<file path="src/bis_fifo.sv">
// ----------------------------------------------------------------------------
// Bilinear image scaler queue
// Small first-in first-out buffer in flip-flops.
// ----------------------------------------------------------------------------
module bis_fifo #(
  parameter int unsigned WIDTH = 8,
  parameter int unsigned DEPTH = 4,
  localparam int unsigned AW = (DEPTH > 1) ? $clog2(DEPTH) : 1,
  localparam int unsigned CW = $clog2(DEPTH + 1)
) (
  input  logic             clk_i,
  input  logic             rst_ni,
  input  logic             push_i,
  input  logic [WIDTH-1:0] data_i,
  input  logic             pop_i,
  output logic             valid_o,
  output logic [WIDTH-1:0] data_o,
  output logic             full_o
);

  logic [WIDTH-1:0] mem_q [DEPTH];
  logic [AW-1:0]    wptr_q, wptr_d, rptr_q, rptr_d;
  logic [CW-1:0]    cnt_q, cnt_d;
  logic             do_push, do_pop;

  assign do_push = push_i && !full_o;
  assign do_pop  = pop_i && valid_o;
  assign valid_o = (cnt_q != '0);
  assign full_o  = (cnt_q == CW'(DEPTH));
  assign data_o  = mem_q[rptr_q];

  always_comb begin
    wptr_d = wptr_q;
    rptr_d = rptr_q;
    if (do_push) begin
      wptr_d = (wptr_q == AW'(DEPTH - 1)) ? '0 : wptr_q + 1'b1;
    end
    if (do_pop) begin
      rptr_d = (rptr_q == AW'(DEPTH - 1)) ? '0 : rptr_q + 1'b1;
    end
    cnt_d = cnt_q + CW'(do_push) - CW'(do_pop);
  end

  always_ff @(posedge clk_i or negedge rst_ni) begin
    if (!rst_ni) begin
      wptr_q <= '0;
      rptr_q <= '0;
      cnt_q  <= '0;
    end else begin
      wptr_q <= wptr_d;
      rptr_q <= rptr_d;
      cnt_q  <= cnt_d;
    end
  end

  always_ff @(posedge clk_i) begin
    if (do_push) begin
      mem_q[wptr_q] <= data_i;
    end
  end

endmodule

</file>
<file path="config.mk">
export PLATFORM = sky130hd
export DESIGN_NAME = bis_fifo
export DESIGN_NICKNAME = d
export VERILOG_FILES = /design/src/bis_fifo.sv
export SDC_FILE = /design/constraint.sdc
export NUM_CORES = 1
export LEC_CHECK = 0
export BUFFER_PORTS_ARGS = -buffer_cell sky130_fd_sc_hd__clkbuf_2
export CORE_ASPECT_RATIO = 0.9
export CORE_UTILIZATION = 50
export DETAILED_ROUTE_END_ITERATION = 8
export GPL_ROUTABILITY_DRIVEN = 0
export HOLD_SLACK_MARGIN = 0.08
export PLACE_DENSITY = 0.71
export RECOVER_POWER = 100
export SYNTH_ARGS = -nofsm -noshare
export SYNTH_HDL_FRONTEND = slang
export SYNTH_SLANG_ARGS = --single-unit
</file>
<file path="constraint.sdc">
create_clock -name clk_i -period 3.67 [get_ports clk_i]
set_input_delay 0.1835 -clock clk_i [delete_from_list [all_inputs] [get_ports clk_i]]
set_output_delay 0.1835 -clock clk_i [all_outputs]
set_load 0.005 [all_outputs]
</file>
==> results of run 1 <==
==> final cells by class <==
cell class              count  area share
inverters                   6      0.0118
repair buffers             30      0.0932
flip-flops and latches     39       0.596
clock inverters             2     0.00657
well taps                  42      0.0276
multi-input cells          37       0.243
clock buffers               6      0.0217
==> path summary, 6_finish.rpt <==
kind	start	to	slack (ns)	cells after the start
max in group asynchronous	rst_ni	cnt_q[2]	3.13	2
worst max register to register	cnt_q[1]	cnt_q[2]	1.10	9
worst max-delay path	cnt_q[1]	cnt_q[2]	1.10	9
worst min register to register	wptr_q[1]	wptr_q[1]	0.62	2
worst min-delay path	push_i	wptr_q[1]	0.17	3
min in group asynchronous	rst_ni	rptr_q[1]	0.26	2
==> cell usage in the layout (no fill, tap or decap) <==
| master | synthesis | routed |
|---|---|---|
| edfxtp_1 | 32 | 32 |
| clkbuf_1 | 1 | 15 |
| dlygate4sd3_1 | 0 | 9 |
| mux4_2 | 8 | 8 |
| ha_1 | 7 | 7 |
| dfrtp_1 | 7 | 7 |
| clkbuf_2 | 0 | 7 |
| inv_1 | 6 | 6 |
| clkbuf_4 | 0 | 5 |
| and3b_1 | 4 | 4 |
| nand2b_1 | 3 | 3 |
| xnor2_1 | 2 | 2 |
| nand4bb_1 | 2 | 2 |
| o211ai_1 | 2 | 2 |
| mux2_2 | 2 | 2 |
| o31ai_2 | 1 | 1 |
| nor3b_1 | 0 | 1 |
| or3_2 | 1 | 1 |
| or3b_1 | 1 | 1 |
| nor2_1 | 1 | 1 |
| nand2_1 | 1 | 1 |
| fa_1 | 1 | 1 |
| clkinvlp_4 | 0 | 1 |
| clkinv_2 | 0 | 1 |
==> where the power goes <==
part           total, uW  internal [uW]  switching [uW]
logic                415            240             175
clock network        214           73.9             140
registers            711            597             114
total               1340            911             429
==> synth_stat cells <==
| cell type | n | share of area |
|---|---|---|
| inv_1 | 6 | 0.014 |
| or3_2 | 1 | 0.0046 |
| or3b_1 | 1 | 0.0053 |
| nand4bb_1 | 2 | 0.014 |
| mux2_2 | 2 | 0.014 |
| dfrtp_1 | 7 | 0.11 |
| nor3b_4 | 1 | 0.011 |
| o31ai_2 | 1 | 0.0076 |
| xnor2_1 | 2 | 0.011 |
| fa_1 | 1 | 0.012 |
| o211ai_1 | 2 | 0.0091 |
| nand2_1 | 1 | 0.0023 |
| buf_2 | 1 | 0.0030 |
| mux4_2 | 8 | 0.11 |
| clkbuf_1 | 1 | 0.0023 |
| nand2b_1 | 3 | 0.011 |
| nor2_1 | 1 | 0.0023 |
| ha_1 | 7 | 0.053 |
| and3b_1 | 4 | 0.021 |
| edfxtp_1 | 32 | 0.59 |
==> critical path: cells and delay by family (launching register included) <==
kind | cells | cell delay (ns)
XOR/XNOR | 2 | 0.32
adder cells (fa/ha/maj) | 3 | 0.71
buffers and inverters | 2 | 0.09
flip-flops | 1 | 0.49
AND/OR/NAND/NOR | 2 | 0.86
==> registers in the layout (all words and copies together) (netlist names) <==
signal	count
rptr_q	2
mem_q	32
wptr_q	2
cnt_q	3
==> metrics by stage <==
| stage | total power [uW] | util | instance area [um^2] | hold WS [ns] | setup WS (ns) |
|---|---|---|---|---|---|
| floorplan | 1000 | - | 1640 | -0.112 | 1.58 |
| global placement | 1140 | 0.579 | 1790 | 0.0302 | 1.50 |
| detailed placement | 1160 | 0.579 | 1790 | 0.0351 | 1.42 |
| CTS | 1380 | 0.626 | 1930 | 0.162 | 1.42 |
| global route | 1440 | 0.617 | 1910 | 0.189 | 0.831 |
| finish | 1340 | 0.617 | 1910 | 0.174 | 1.10 |
==> cells by family after synthesis <==
kind of cell | Yosys count
xor gates and xnor gates | 2
and+or+nand+nor | 14
adders and majority gates | 8
AOI/OAI and AO/OA | 3
buffers and inverters | 8
DFF | 39
muxes | 10
==> repair_timing <==
item	in CTS	in global routing
endpoints found under the hold margin	39	0
hold buffers	9	0
setup buffers	0	0
==> per-layer routing <==
metal  track usage  wire, um  up-vias
li1              -         -      394
met5             0         0        -
met4        0.0797        60        0
met1         0.223      1150      421
met3        0.0610        97        6
met2         0.258      1180       18
==> qor.txt, run 1 <==
Synth Area in Simple Gates: 0.0724
Adder-cell share of the synthesized area: 0.0655
Slowest stage delay, CP: 0.66 ns
Filler Cell Count: 258
Syn Nets: 104
# DRC: 0
Final wirelength: 2490 um
I/O Buffers: 21
Clk_skew: 0.00702 ns
# rows: 19
DR WL/cell: 15.4 um
Maximum clock frequency: 0.390 GHz
Worst EP arrival: 2.85 ns
Synth Area in XOR/XNOR: 0.0107
Final-stage net count: 139
Clock sinks: 39
Synthesized area: 0.00164 mm^2
CP Capture Type: flop
Max-slew violation count: 0
Static leakage: 0.000693 uW
Power per cell area: 703 mW/mm^2
Worst-path clk slew: 0.11 ns
Non-filler cells, final: 162
Deepest clock path buffer count: 2
Initial antenna violation count: 0
CTS buffer count: 5
Full die area: 0.00352 mm^2
Die width: 62.4 um
Post-synthesis mux area share: 0.123
H-tree lvl count: 2
Min Clock Period, post-route: 2.57 ns
P&R area growth vs syn: 16.1%
Top Ports: 22
Post-cts resize count: 0
CP Cell Sequence: nor3b_1 -> nand2b_1 -> ha_1 -> inv_1 -> ha_1 -> inv_1 -> fa_1 -> xnor2_1 -> xnor2_1
Area taken by flip-flops and latches: 0.00114 mm^2
Crit share post-route: 0.699
Latest clock arrival within the worst-skew pair: 0.35 ns
DP Wirelength: 1680 um
Worst min path class: in -> reg
Iter 0 DRT Violations: 29
Vias: 839
Core area: 0.00309 mm^2
CP max stage cell: nor3b_1
Peak VDD IR: 0.456 mV
Setup TNS: 0 ns
DR vias/cell: 5.18
Least-Margin Pin Slew: 0.738 ns
CP max FO: 8
Footprint of the multi-input gates: 463 um^2
Status: finished, final reports clean
GR Overflow Total: 0
RSZ-0062 raised after global routing: false
Register area share after synthesis: 0.692
Ys Warns: 0
First-pass GRT wire length: 4240 um
Antenna diode count: 0
Rel. slew slack: 0.507
CTS tree: yes
Seq cells post-synth: 39
Vias in the first global route: 900
Drt first pass iters: 3
Layout cells sized above 1: 0.217
Clk root buf: clkbuf_4
Routed Antenna Nets: 0
Die height: 56.4 um
Compound-Gate Fraction of Synth Area: 0.0168
Average cell area after synthesis: 19.5 um^2
Main combinational cell family by area after synthesis: multiplexers
Critical Path Start Type: flop
Initial Util: 0.531
Cell count after placement: 145
Cells after Synth: 84
Largest net degree at the start of global routing: 13
Critical Path RT: 3.95 ns
Unique masters post-synth: 20
Total Routing Usage GR: 0.171
Max_cap viols: 0
Final Hold Vio Count: 0
Finish-stage setup viols: 0
Crit path kind: reg -> reg
Power figures use the tool's default switching activity.
==> inputs of run 2 (changes only) <==
Clock period 3.67 ns to 2.6 ns, I/O delays scaled along.
==> run 2 against run 1 <==
Hold slack got worse by 0.060 ns. Clock skew fell by 0.0014 ns. Largest cell class unchanged. Highest routed layer unchanged. Largest power group unchanged. Critical path depth did not move.
==> qor.txt, run 2 (same netlist as run 1, synthesis figures left out) <==
Status: finished, final reports clean (unchanged)
Maximum clock frequency: 0.442 GHz (was 0.390 GHz)
Filler Cell Count: 241 (was 258)
Routed Antenna Nets: 0 (unchanged)
Critical Path Start Type: flop (unchanged)
Worst setup margin: 0.336 ns (was 1.10 ns)
CTS tree: yes (unchanged)
Worst min path class: in -> reg (unchanged)
Finish-stage setup viols: 0 (unchanged)
Max-slew violation count: 0 (unchanged)
H-tree lvl count: 2 (unchanged)
Peak VDD IR: 0.598 mV (was 0.456 mV)
Layout cells sized above 1: 0.225 (was 0.217)
Final-stage net count: 139 (unchanged)
Final Hold Vio Count: 0 (unchanged)
CTS buffer count: 5 (unchanged)
DR WL/cell: 15.1 um (was 15.4 um)
Least-Margin Pin Slew: 0.595 ns (was 0.738 ns)
Sw power: 615 uW (was 429 uW)
Top Ports: 22 (unchanged)
CP Capture Type: flop (unchanged)
Footprint of the multi-input gates: 474 um^2 (was 463 um^2)
Place WS: 0.359 ns (was 1.42 ns)
Die height: 56.4 um (unchanged)
Fin Hold WS: 0.114 ns (was 0.174 ns)
Crit path kind: reg -> reg (unchanged)
Largest register FFs: 32 (unchanged)
Vias: 834 (was 839)
Largest Register: mem_q (unchanged)
Total Routing Usage GR: 0.162 (was 0.171)
Critical Path RT: 2.88 ns (was 3.95 ns)
# DRC: 0 (unchanged)
Most common cell after layout, fill and taps aside: edfxtp_1 (unchanged)
Die width: 62.4 um (unchanged)
Clk_skew: 0.00558 ns (was 0.00702 ns)
Crit share post-route: 0.871 (was 0.699)
Clk root buf: clkbuf_4 (unchanged)
# rows: 19 (unchanged)
I/O Buffers: 21 (unchanged)
Initial antenna violation count: 0 (unchanged)
CP max FO: 7 (was 8)
Area taken by flip-flops and latches: 0.00114 mm^2 (unchanged)
Reg power frac: 0.504 (was 0.531)
Core Util, Final: 0.629 (was 0.617)
Worst EP arrival: 2.54 ns (was 2.85 ns)
Vias in the first global route: 873 (was 900)
Sw Share: 0.307 (was 0.320)
Logic pwr share: 0.295 (was 0.309)
Deepest clock path buffer count: 2 (unchanged)
DP Wirelength: 1600 um (was 1680 um)
Internal Power: 1390 uW (was 911 uW)
Core area: 0.00309 mm^2 (unchanged)
First-pass GRT wire length: 4040 um (was 4240 um)
Largest net degree at the start of global routing: 14 (was 13)
Final wirelength: 2450 um (was 2490 um)
GR Overflow Total: 0 (unchanged)
Setup bufs post-CTS: 0 (unchanged)
Worst-path clk slew: 0.12 ns (was 0.11 ns)
RSZ-0062 raised after global routing: false (unchanged)
Full die area: 0.00352 mm^2 (unchanged)
Min Clock Period, post-route: 2.26 ns (was 2.57 ns)
Power, Total: 2000 uW (was 1340 uW)
Clock share of power: 0.201 (was 0.160)
Iter 0 DRT Violations: 13 (was 29)
Largest registers: mem_q (32), cnt_q (3) (unchanged)
Most frequent cells in the layout: edfxtp_1, clkbuf_1, dlygate4sd3_1, mux4_2 (unchanged)
P&R area growth vs syn: 18.4% (was 16.1%)
Static leakage: 0.000711 uW (was 0.000693 uW)
Setup TNS: 0 ns (unchanged)
Max_cap viols: 0 (unchanged)
Power per cell area: 1030 mW/mm^2 (was 703 mW/mm^2)
DR vias/cell: 5.15 (was 5.18)
Drt first pass iters: 4 (was 3)
Initial Util: 0.531 (unchanged)
Antenna diode count: 0 (unchanged)
Rel. slew slack: 0.603 (was 0.507)
Clock sinks: 39 (unchanged)
Latest clock arrival within the worst-skew pair: 0.34 ns (was 0.35 ns)
run 2: cell types whose count changed in the layout (fill, tap and decap cells not counted), sizes merged:
cell	delta
bufinv	+1
clkbuf	-1
clkinv	+1
clkinvlp	-1
run 2: metal layers:
metal	routed length (um)	up-vias	GRT usage
met5	0	-	0
met1	1110	415	0.193
li1	-	397	-
met3	119	5	0.0589
met2	1180	17	0.270
met4	38	0	0.0598
run 2: power groups by stage:
stage | Sequential [uW] | Combinational [uW] | Clock (uW)
global placement | 1020 | 591 | 0
CTS | 1020 | 619 | 408
finish | 1010 | 591 | 403
detailed placement | 1030 | 603 | 0
global route | 1040 | 666 | 435
floorplan | 936 | 483 | 0
run 2: worst max-delay path: stages (launching register included):
cell	delay [ns]
dfrtp_1	0.51
o31ai_2	0.41
inv_1	0.08
ha_1	0.27
inv_1	0.06
ha_1	0.13
inv_1	0.05
fa_1	0.37
xnor2_1	0.19
xnor2_1	0.13
run 2: final cells by class:
type,count,share of cell area
Sequential cell,39,0.585
Multi-Input combinational cell,37,0.244
Timing Repair Buffer,30,0.0908
Tap cell,42,0.0270
Clock inverter,3,0.0225
Clock buffer,5,0.0193
Inverter,6,0.0116
run 2: timing repair:
| action | 4_1_cts | 5_1_grt |
|---|---|---|
| resized for setup | 0 | 0 |
| hold buffers | 9 | 0 |
| endpoints found under the hold margin | 39 | 0 |
run 2: through the flow:
step / cells / instance area (um^2)
after CTS: 162 / 1960
after floorplan: 84 / 1640
after global placement: 145 / 1790
final: 162 / 1940
after global routing: 162 / 1940
after detailed placement: 145 / 1790
run 2: final timing paths:
kind | start | end | slack (ns) | cells past startpoint
max in group asynchronous | rst_ni | rptr_q[1] | 2.13 | 2
min in group asynchronous | rst_ni | cnt_q[2] | 0.20 | 2
max reg2reg | cnt_q[1] | cnt_q[2] | 0.34 | 9
min | push_i | wptr_q[1] | 0.11 | 3
max | cnt_q[1] | cnt_q[2] | 0.34 | 9
min reg2reg | wptr_q[1] | wptr_q[1] | 0.61 | 2
