$ cat src/bis_pkg.sv
// ----------------------------------------------------------------------------
// Bilinear image scaler package
// Shared constants, register indexes, mode codes and transfer types.
// ----------------------------------------------------------------------------
package bis_pkg;

  localparam int unsigned DEF_MAX_WIDTH  = 256;
  localparam int unsigned DEF_MAX_HEIGHT = 256;
  localparam int unsigned DEF_FRAC_BITS  = 16;

  localparam int unsigned CFG_W  = 9;
  localparam int unsigned IDX_W  = 3;
  localparam int unsigned POS_W  = 8;
  localparam int unsigned PIX_W  = 32;
  localparam int unsigned CH_W   = 8;
  localparam int unsigned NUM_CH = 4;

  typedef enum logic [IDX_W-1:0] {
    CFG_SRC_WIDTH  = 3'd0,
    CFG_SRC_HEIGHT = 3'd1,
    CFG_DST_WIDTH  = 3'd2,
    CFG_DST_HEIGHT = 3'd3,
    CFG_SCALE_MODE = 3'd4
  } cfg_idx_e;

  typedef enum logic [1:0] {
    SCALE_PLAIN   = 2'd0,
    SCALE_STRETCH = 2'd1,
    SCALE_FIT     = 2'd2
  } scale_mode_e;

  localparam logic MODE_WRITE = 1'b0;
  localparam logic MODE_QUERY = 1'b1;

  typedef struct packed {
    logic             mode;
    logic [POS_W-1:0] pos_x;
    logic [POS_W-1:0] pos_y;
    logic [PIX_W-1:0] pixel_value;
  } in_item_t;

  typedef struct packed {
    logic [PIX_W-1:0] result_pixel;
    logic             inside_res;
  } out_item_t;

  typedef struct packed {
    logic             is_query;
    logic             dst_ok;
    logic [POS_W-1:0] pos_x;
    logic [POS_W-1:0] pos_y;
    logic [PIX_W-1:0] pixel;
  } q_entry_t;

endpackage

$ cat src/bis_front.sv
// ----------------------------------------------------------------------------
// Bilinear image scaler front end
// Configuration registers, ratio divider and item classification.
// ----------------------------------------------------------------------------
module bis_front #(
  parameter int unsigned MAX_W = 256,
  parameter int unsigned MAX_H = 256,
  parameter int unsigned FRAC  = 16,
  localparam int unsigned SZ_W = $clog2(((MAX_W > MAX_H) ? MAX_W : MAX_H) + 1),
  localparam int unsigned RW   = SZ_W + FRAC
) (
  input  logic                         clk_i,
  input  logic                         rst_ni,
  input  logic                         cfg_valid_i,
  output logic                         cfg_ready_o,
  input  logic [bis_pkg::IDX_W-1:0]    cfg_index_i,
  input  logic [bis_pkg::CFG_W-1:0]    cfg_data_i,
  input  logic                         accept_i,
  input  bis_pkg::in_item_t            item_i,
  output logic                         push_o,
  output bis_pkg::q_entry_t            entry_o,
  output logic                         busy_o,
  output logic [SZ_W-1:0]              sw_o,
  output logic [SZ_W-1:0]              sh_o,
  output logic [RW-1:0]                rx_o,
  output logic [RW-1:0]                ry_o
);
  import bis_pkg::*;

  localparam int unsigned CW    = (SZ_W > CFG_W) ? SZ_W : CFG_W;
  localparam int unsigned CNT_W = $clog2(RW + 3);
  localparam logic [RW-1:0] ONE = RW'(1) << FRAC;

  logic [CFG_W-1:0] src_w_q, src_h_q, dst_w_q, dst_h_q;
  logic [1:0]       scale_q;
  logic [SZ_W-1:0]  sw, sh, dw, dh;
  logic [CNT_W-1:0] cnt_q, cnt_d;
  logic [RW-1:0]    numx_q, numx_d, numy_q, numy_d;
  logic [RW-1:0]    qx_q, qx_d, qy_q, qy_d;
  logic [SZ_W:0]    remx_q, remx_d, remy_q, remy_d;
  logic [SZ_W:0]    shx, shy;
  logic [RW-1:0]    rx_q, rx_d, ry_q, ry_d;
  logic             cfg_we;

  function automatic logic [SZ_W-1:0] clamp(input logic [CFG_W-1:0] v,
                                            input int unsigned mx);
    logic [CW-1:0] ve;
    ve = CW'(v);
    if (v == '0) begin
      return SZ_W'(1);
    end else if (ve > CW'(mx)) begin
      return SZ_W'(mx);
    end
    return SZ_W'(ve);
  endfunction

  assign sw = clamp(src_w_q, MAX_W);
  assign sh = clamp(src_h_q, MAX_H);
  assign dw = clamp(dst_w_q, MAX_W);
  assign dh = clamp(dst_h_q, MAX_H);

  assign cfg_ready_o = (cnt_q == '0);
  assign cfg_we      = cfg_valid_i && cfg_ready_o;
  assign busy_o      = (cnt_q != '0);

  always_ff @(posedge clk_i or negedge rst_ni) begin
    if (!rst_ni) begin
      src_w_q <= CFG_W'(1);
      src_h_q <= CFG_W'(1);
      dst_w_q <= CFG_W'(1);
      dst_h_q <= CFG_W'(1);
      scale_q <= SCALE_PLAIN;
    end else if (cfg_we) begin
      case (cfg_idx_e'(cfg_index_i))
        CFG_SRC_WIDTH:  src_w_q <= cfg_data_i;
        CFG_SRC_HEIGHT: src_h_q <= cfg_data_i;
        CFG_DST_WIDTH:  dst_w_q <= cfg_data_i;
        CFG_DST_HEIGHT: dst_h_q <= cfg_data_i;
        CFG_SCALE_MODE: scale_q <= cfg_data_i[1:0];
        default: ;
      endcase
    end
  end

  assign shx = {remx_q[SZ_W-1:0], numx_q[RW-1]};
  assign shy = {remy_q[SZ_W-1:0], numy_q[RW-1]};

  always_comb begin
    cnt_d  = cnt_q;
    numx_d = numx_q;
    numy_d = numy_q;
    remx_d = remx_q;
    remy_d = remy_q;
    qx_d   = qx_q;
    qy_d   = qy_q;
    rx_d   = rx_q;
    ry_d   = ry_q;
    if (cfg_we) begin
      cnt_d = CNT_W'(RW + 2);
    end else if (cnt_q == CNT_W'(RW + 2)) begin
      numx_d = RW'(sw) << FRAC;
      numy_d = RW'(sh) << FRAC;
      remx_d = '0;
      remy_d = '0;
      cnt_d  = cnt_q - 1'b1;
    end else if (cnt_q > CNT_W'(1)) begin
      numx_d = numx_q << 1;
      numy_d = numy_q << 1;
      if (shx >= {1'b0, dw}) begin
        remx_d = shx - {1'b0, dw};
        qx_d   = {qx_q[RW-2:0], 1'b1};
      end else begin
        remx_d = shx;
        qx_d   = {qx_q[RW-2:0], 1'b0};
      end
      if (shy >= {1'b0, dh}) begin
        remy_d = shy - {1'b0, dh};
        qy_d   = {qy_q[RW-2:0], 1'b1};
      end else begin
        remy_d = shy;
        qy_d   = {qy_q[RW-2:0], 1'b0};
      end
      cnt_d = cnt_q - 1'b1;
    end else if (cnt_q == CNT_W'(1)) begin
      case (scale_mode_e'(scale_q))
        SCALE_PLAIN: begin
          rx_d = ONE;
          ry_d = ONE;
        end
        SCALE_FIT: begin
          rx_d = (qy_q > qx_q) ? qy_q : qx_q;
          ry_d = (qy_q > qx_q) ? qy_q : qx_q;
        end
        default: begin
          rx_d = qx_q;
          ry_d = qy_q;
        end
      endcase
      cnt_d = '0;
    end
  end

  always_ff @(posedge clk_i or negedge rst_ni) begin
    if (!rst_ni) begin
      cnt_q <= '0;
      rx_q  <= ONE;
      ry_q  <= ONE;
    end else begin
      cnt_q <= cnt_d;
      rx_q  <= rx_d;
      ry_q  <= ry_d;
    end
  end

  always_ff @(posedge clk_i) begin
    numx_q <= numx_d;
    numy_q <= numy_d;
    remx_q <= remx_d;
    remy_q <= remy_d;
    qx_q   <= qx_d;
    qy_q   <= qy_d;
  end

  always_comb begin
    entry_o.is_query = (item_i.mode == MODE_QUERY);
    entry_o.dst_ok   = (CW'(item_i.pos_x) < CW'(dw)) && (CW'(item_i.pos_y) < CW'(dh));
    entry_o.pos_x    = item_i.pos_x;
    entry_o.pos_y    = item_i.pos_y;
    entry_o.pixel    = item_i.pixel_value;
    push_o = accept_i && (entry_o.is_query ||
             ((CW'(item_i.pos_x) < CW'(MAX_W)) && (CW'(item_i.pos_y) < CW'(MAX_H))));
  end

  assign sw_o = sw;
  assign sh_o = sh;
  assign rx_o = rx_q;
  assign ry_o = ry_q;

endmodule

$ cat config.mk
export PLATFORM = sky130hd
export DESIGN_NAME = bis_front
export DESIGN_NICKNAME = d
export VERILOG_FILES = /design/src/bis_pkg.sv /design/src/bis_front.sv
export SDC_FILE = /design/constraint.sdc
export NUM_CORES = 1
export LEC_CHECK = 0
export ABC_AREA = 0
export BUFFER_PORTS_ARGS = -buffer_cell sky130_fd_sc_hd__buf_4
export CORE_MARGIN = 3
export CORE_UTILIZATION = 53
export CTS_CLUSTER_DIAMETER = 150
export DETAILED_ROUTE_END_ITERATION = 10
export HOLD_SLACK_MARGIN = 0.1
export MAX_ROUTING_LAYER = met4
export PLACE_DENSITY = 0.82
export SLEW_MARGIN = 40
export SYNTH_ARGS = -nofsm -noshare
export SYNTH_HDL_FRONTEND = slang
export SYNTH_SLANG_ARGS = --single-unit
export TNS_END_PERCENT = 1
$ cat constraint.sdc
create_clock -name clk_i -period 5.2 [get_ports clk_i]
set_clock_uncertainty 0.05 [all_clocks]
set_input_delay 0.52 -clock clk_i [delete_from_list [all_inputs] [get_ports clk_i]]
set_output_delay 0.52 -clock clk_i [all_outputs]
set_load 0.02 [all_outputs]
==> results of run 1 <==
==> what timing repair did <==
| item | in CTS | in global routing |
|---|---|---|
| setup endpoints to repair | 0 | 0 |
| buffers inserted | 0 | 0 |
| hold endpoints to repair | 36 | 0 |
| hold buffers | 1 | 0 |
| gates resized for setup | 0 | 0 |
==> power by group <==
part | internal [mW] | leakage, nW | switching, mW
registers | 2.20 | 2.07 | 0.454
logic | 1.31 | 2.89 | 1.83
clock network | 0.675 | 0.283 | 0.591
total | 4.19 | 5.24 | 2.87
==> kinds of logic (layout without fill, tap and decap cells) <==
group,after synthesis,after routing,share of synthesized area
flops,179,179,0.494
buf+inv,139,210,0.0745
simple gates,269,269,0.140
xor+xnor,12,12,0.0106
fa+ha+maj,66,66,0.0845
mux,54,54,0.0596
compound gates,216,216,0.136
==> sequential cells by signal, summed over array words and instances (netlist names) <==
signal	flops
remy_q	9
numx_q	9
src_w_q	9
qy_q	25
remx_q	9
rx_o	25
src_h_q	9
dst_h_q	9
ry_o	25
scale_q	2
qx_q	25
dst_w_q	9
cnt_q	5
numy_q	9
==> cells in the mapped netlist (3+ instances only) <==
library cell,n
dfrtp_1,87
edfxtp_1,86
nand2_1,83
a21oi_1,80
ha_1,64
buf_4,50
inv_1,48
and3_1,47
nor2_1,45
o21ai_0,45
mux2_2,39
clkbuf_1,30
nor3_1,25
a22oi_1,21
and2_1,19
a221o_1,16
mux2i_1,14
nor2b_1,12
a21o_1,10
o31ai_1,9
nand3_1,8
or4_1,8
xnor2_1,8
nand4_1,7
a211oi_1,6
dfstp_2,6
o22ai_1,6
a31oi_1,5
buf_2,5
xor2_1,4
and4_1,3
buf_6,3
==> layer usage <==
layer / part of all wire / routed length [µm]
met5: 0 / 0
met4: 0.027 / 631
met3: 0.065 / 1510
met2: 0.48 / 11100
met1: 0.43 / 10000
==> worst min-delay path: stages <==
cell and delay (ns):
buf_4 0.11, nand2_1 0.05, o21ai_0 0.07
==> worst max-delay path by stage <==
stage,endpoint,slack [ns],startpoint,cells after the start
finish,remx_q[0],1.03,dst_w_q[4],14
global route,remx_q[0],0.68,dst_w_q[4],14
CTS,remx_q[0],0.85,dst_w_q[4],14
detailed placement,remx_q[0],0.86,dst_w_q[4],14
global placement,remx_q[1],0.96,dst_w_q[4],14
floorplan,qx_q[0],0.36,cnt_q[0],6
==> stage by stage <==
stage               cell area (µm²)  setup WS [ns]
finish                        11300           1.03
CTS                           11300          0.847
global route                  11300          0.685
detailed placement            10700          0.863
floorplan                      9950          0.357
global placement              10700          0.964
==> final cells by class <==
type | instances | area [µm²]
flip-flops and latches | 179 | 4920
well taps | 229 | 287
fillers | 1439 | 6950
clock inverters | 15 | 148
multi-input cells | 617 | 4320
clock buffers | 17 | 425
repair buffers | 130 | 978
inverters | 48 | 180
==> layout by cell type (no fill, tap or decap), types with 18 or more instances in the layout <==
cell	instances
a21oi_1	79
and2_1	18
buf_4	129
nand2_1	83
nor2_1	44
edfxtp_1	86
inv_1	48
nor3_1	25
ha_1	64
dfrtp_1	85
and3_1	47
o21ai_0	45
mux2_2	39
a22oi_1	21
==> results.sh, run 1 <==
export IMPL_syn2layout_area_growth_pct=13.2
export IMPL_tightest_slew_ns=0.749
export IMPL_grt_usage=0.239
export IMPL_stdcell_count=1235
export IMPL_grt_busiest_layer="met2"
export IMPL_synth_avg_cell_area_um2=10.6
export IMPL_grt_max_degree=58
export IMPL_p_total_mw=7.06
export IMPL_clock_sinks=179
export IMPL_grtUsageMet3=0.0573
export IMPL_root_buffer="clkbuf_16"
export IMPL_die_h_um=143
export IMPL_synth_edf_count=86
export IMPL_fin_crit_sh=0.802
export IMPL_critical_path_endpoint_type="flip-flop"
export IMPL_slew_headroom=0.501
export IMPL_path_cells="or4_1 -> nor2_1 -> ha_1 -> mux2_2 -> ha_1 -> inv_1 -> fa_1 -> a21o_1 -> a21oi_1 -> nor2_1 -> o31ai_1 -> nor2b_2 -> inv_1 -> a211oi_1"
export IMPL_fp_row_count=49
export IMPL_avgViaCountPerCell=5.99
export IMPL_timing_hold_ws_ns=0.310
export IMPL_synth_fp_nets=1066
export IMPL_grt_overflow=0
export IMPL_yosysWarnings=0
export IMPL_slowest_stage="or4_1"
export IMPL_cts_tree="built"
export IMPL_drc=0
export IMPL_path_class="flip-flop to flip-flop"
export IMPL_drtPass1Iterations=5
export IMPL_wl_mm=23.2
export IMPL_cp_slowest_stage_delay_ns=0.53
export IMPL_yosysTopAreaCellShare=0.260
export IMPL_synth_cell_types=59
export IMPL_regToRegEndpoint="remx_q[0]"
export IMPL_cp_start_kind="flip-flop"
export IMPL_path_buf_inv=2
export IMPL_met2_usage=0.367
export IMPL_period_needed_ns=4.17
export IMPL_netlist_area_um2=9950
export IMPL_wl_per_cell_um=18.8
export IMPL_antenna_found_initial=0
export IMPL_fmax_mhz=240
export IMPL_yosysSeqAreaShare=0.494
export IMPL_timing_rr_start="dst_w_q[4]"
export IMPL_dp_cells=1202
export IMPL_cts_max_path_buffers=2
export IMPL_clock_latency_ns=0.44
export IMPL_die_area_um2=20400
export IMPL_utilization=0.618
export IMPL_synthCells=935
export IMPL_drtIter0Drc=546
export IMPL_die_width_um=143
export IMPL_power_density_nw_per_um2=627
export IMPL_hold_violations=0
export IMPL_min_to="src_w_q[8]"
export IMPL_setup_viol=0
export IMPL_port_buffers=117
export IMPL_pin_count=186
export IMPL_drive_gt1_frac=0.224
export IMPL_synth_top_cell_by_area="edfxtp_1"
export IMPL_ant_nets=0
export IMPL_cts_max_level=4
export IMPL_synth_top_cells_by_area="edfxtp_1 (26%), dfrtp_1 (22%), ha_1 (8.1%)"
export IMPL_status="completed"
export IMPL_synth_ff_type="dfrtp_1"
export IMPL_ir_drop_mv=0.324
export IMPL_drv_slew=0
export IMPL_antenna_cells=0
export IMPL_path_delay_family="simple AND/OR/NAND/NOR gates"
export IMPL_holdPathStages=3
export IMPL_core_area_um2=18200
export IMPL_vias=7403
export IMPL_ys_async_sr_fraction=0.520
export IMPL_r2r_cells=14
export IMPL_fin_nets=1124
export IMPL_yosys_register_bits=179
export IMPL_grt_util_met1=0.309
export IMPL_hp_start="cfg_data_i[8]"
export IMPL_start_util=0.546
export IMPL_tns_ns=0
export IMPL_gp_congestion=0.889
export IMPL_grt_pass1_wl_mm=37.7
export IMPL_clkTransAtPathRegs_ns=0.07
export IMPL_required_ns=5.41
export IMPL_p_leak_nw=5.24
export IMPL_hpwl_mm=15.9
export IMPL_rsz0062_at_grt="false"
export IMPL_cp_max_fo=10
export IMPL_hold_class="input port to flip-flop"
export IMPL_cts_buffers=17
export IMPL_max_cap_violations=0
export IMPL_grt_pass1_vias=7383
export IMPL_worstPathArrival_ns=4.38
export IMPL_reg2reg_slack_ns=1.03
No activity file was read; power rests on OpenSTA's default activity.
==> inputs of run 2 (changes only) <==
--- a/config.mk
+++ b/config.mk
@@ -8,7 +8,7 @@
 export ABC_AREA = 0
 export BUFFER_PORTS_ARGS = -buffer_cell sky130_fd_sc_hd__buf_4
 export CORE_MARGIN = 3
-export CORE_UTILIZATION = 53
+export CORE_UTILIZATION = 51
 export CTS_CLUSTER_DIAMETER = 150
 export DETAILED_ROUTE_END_ITERATION = 10
 export HOLD_SLACK_MARGIN = 0.1
==> constraint.sdc (replaced) <==
create_clock -name clk_i -period 3.69 [get_ports clk_i]
set_clock_uncertainty 0.05 [all_clocks]
set_input_delay 0.369 -clock clk_i [delete_from_list [all_inputs] [get_ports clk_i]]
set_output_delay 0.369 -clock clk_i [all_outputs]
set_load 0.02 [all_outputs]
==> results.sh, run 2 (synthesized netlist as in run 1, its figures left out) <==
export IMPL_required_ns=3.80
export IMPL_antenna_cells=0
export IMPL_grt_overflow=0
export IMPL_die_h_um=146
export IMPL_max_cap_violations=0
export IMPL_slew_headroom=0.458
export IMPL_gp_congestion=0.927
export IMPL_clkTransAtPathRegs_ns=0.07
export IMPL_p_clk_frac=0.170
export IMPL_die_width_um=146
export IMPL_hold_class="input port to flip-flop"
export IMPL_switching_power_mw=4.35
export IMPL_avgViaCountPerCell=5.99
export IMPL_grt_usage=0.235
export IMPL_rsz0062_at_grt="true"
export IMPL_fin_crit_sh=1.01
export IMPL_die_area_um2=21200
export IMPL_tightest_slew_ns=0.813
export IMPL_worstPathArrival_ns=3.83
export IMPL_power_density_nw_per_um2=906
export IMPL_fp_row_count=50
export IMPL_critical_path_endpoint_type="flip-flop"
export IMPL_p_leak_nw=5.44
export IMPL_cts_tree="built"
export IMPL_grt_max_degree=73
export IMPL_wl_per_cell_um=18.9
export IMPL_r2r_cells=16
export IMPL_drive_gt1_frac=0.265
export IMPL_mostFrequentLayoutCell="buf_4"
export IMPL_antenna_found_initial=0
export IMPL_timing_hold_ws_ns=0.129
export IMPL_start_util=0.525
export IMPL_clock_sinks=179
export IMPL_hold_violations=0
export IMPL_cts_max_level=4
export IMPL_dpl_cell_area_um2=10900
export IMPL_pin_count=186
export IMPL_p_sw_frac=0.411
export IMPL_setup_viol=1
export IMPL_holdPathStages=3
export IMPL_cts_max_path_buffers=2
export IMPL_root_buffer="clkbuf_16"
export IMPL_fmax_mhz=269
export IMPL_syn2layout_area_growth_pct=17.4
export IMPL_cp_start_kind="flip-flop"
export IMPL_layout_common_cells="buf_4 (151), dfrtp_1 (87), edfxtp_1 (86)"
export IMPL_cp_max_fo=4
export IMPL_grt_pass1_vias=7580
export IMPL_drtPass1Iterations=5
export IMPL_drc=0
export IMPL_core_area_um2=19000
export IMPL_cts_buffers=17
export IMPL_status="finished, violations left"
export IMPL_stdcell_area_um2=11700
export IMPL_seqPwrFrac=0.353
export IMPL_setup_slack_ns=-0.0264
export IMPL_p_int_mw=6.23
export IMPL_ant_nets=0
export IMPL_drtIter0Drc=605
export IMPL_period_needed_ns=3.72
export IMPL_port_buffers=117
export IMPL_tns_ns=-0.0264
export IMPL_fin_nets=1152
export IMPL_hpwl_mm=16.3
export IMPL_grt_pass1_wl_mm=39.3
export IMPL_clock_latency_ns=0.44
export IMPL_pwr_share_comb=0.477
export IMPL_vias=7750
export IMPL_wl_mm=24.4
export IMPL_path_class="flip-flop to flip-flop"
export IMPL_violations="negative setup slack"
export IMPL_drv_slew=0
export IMPL_ir_drop_mv=0.444
run 2: cell types whose count changed in the layout (fill, tap and decap cells not counted), sizes merged:
cell      delta
buf         +28
bufinv       -1
clkinv       -2
clkinvlp     +1
inv          +2
run 2: power groups by stage:
stage	clock (mW)	combinational (mW)	sequential [mW]
final	1.80	5.05	3.73
after global routing	1.91	5.55	3.82
after CTS	1.82	4.78	3.71
after detailed placement	0	4.57	3.74
after global placement	0	4.40	3.70
after floorplan	0	3.06	3.75
run 2: timing repair:
action	in CTS	in global routing
pin swaps	8	12
hold endpoints to repair	65	0
setup buffers	6	4
gates resized for setup	15	20
cloned	1	0
hold buffers	1	0
setup endpoints to repair	13	18
run 2: cell type report:
cell class                 instances  area [µm²]
sequential                       179        4920
multi-input combinational        617        4430
inverter                          48         180
clock inverter                    15         158
timing repair buffer             158        1240
fill                            1492        7280
tap                              260         325
clock buffer                      17         425
run 2: critical path: stages, from the launching register on:
cell	delay (ns)
dfrtp_1	0.38
or4_1	0.54
nor2_1	0.11
ha_1	0.27
mux2_4	0.23
ha_4	0.13
inv_2	0.04
fa_2	0.34
a21o_1	0.17
a21oi_2	0.16
nor2_2	0.07
o31ai_2	0.30
nor2b_4	0.22
buf_4	0.12
buf_4	0.11
and2_1	0.15
a211oi_2	0.05
run 2: layer usage:
metal / GRT usage / up-vias / share of wire
met5: - / - / 0
met4: 0.0845 / 0 / 0.023
met3: 0.0489 / 51 / 0.069
met2: 0.375 / 318 / 0.49
met1: 0.299 / 3835 / 0.41
li1: - / 3546 / -
run 2: path summary, 6_finish.rpt:
check                         startpoint          to  slack [ns]
min reg2reg                     qx_q[16]    qx_q[17]        0.40
max                           dst_w_q[4]   remx_q[0]       -0.03
min in group asynchronous         rst_ni    rx_o[11]        0.45
min                        cfg_data_i[8]  src_w_q[8]        0.13
max reg2reg                   dst_w_q[4]   remx_q[0]       -0.03
max in group asynchronous         rst_ni    rx_o[22]        2.38
run 2: metrics by stage:
step	util	setup slack [ns]	cells	power, mW
after detailed placement	0.573	-0.106	1250	8.30
after global routing	0.616	-0.168	1294	11.3
after floorplan	-	-0.0853	935	6.81
after global placement	0.573	0.0133	1250	8.10
final	0.616	-0.0264	1294	10.6
after CTS	0.610	-0.0380	1290	10.3
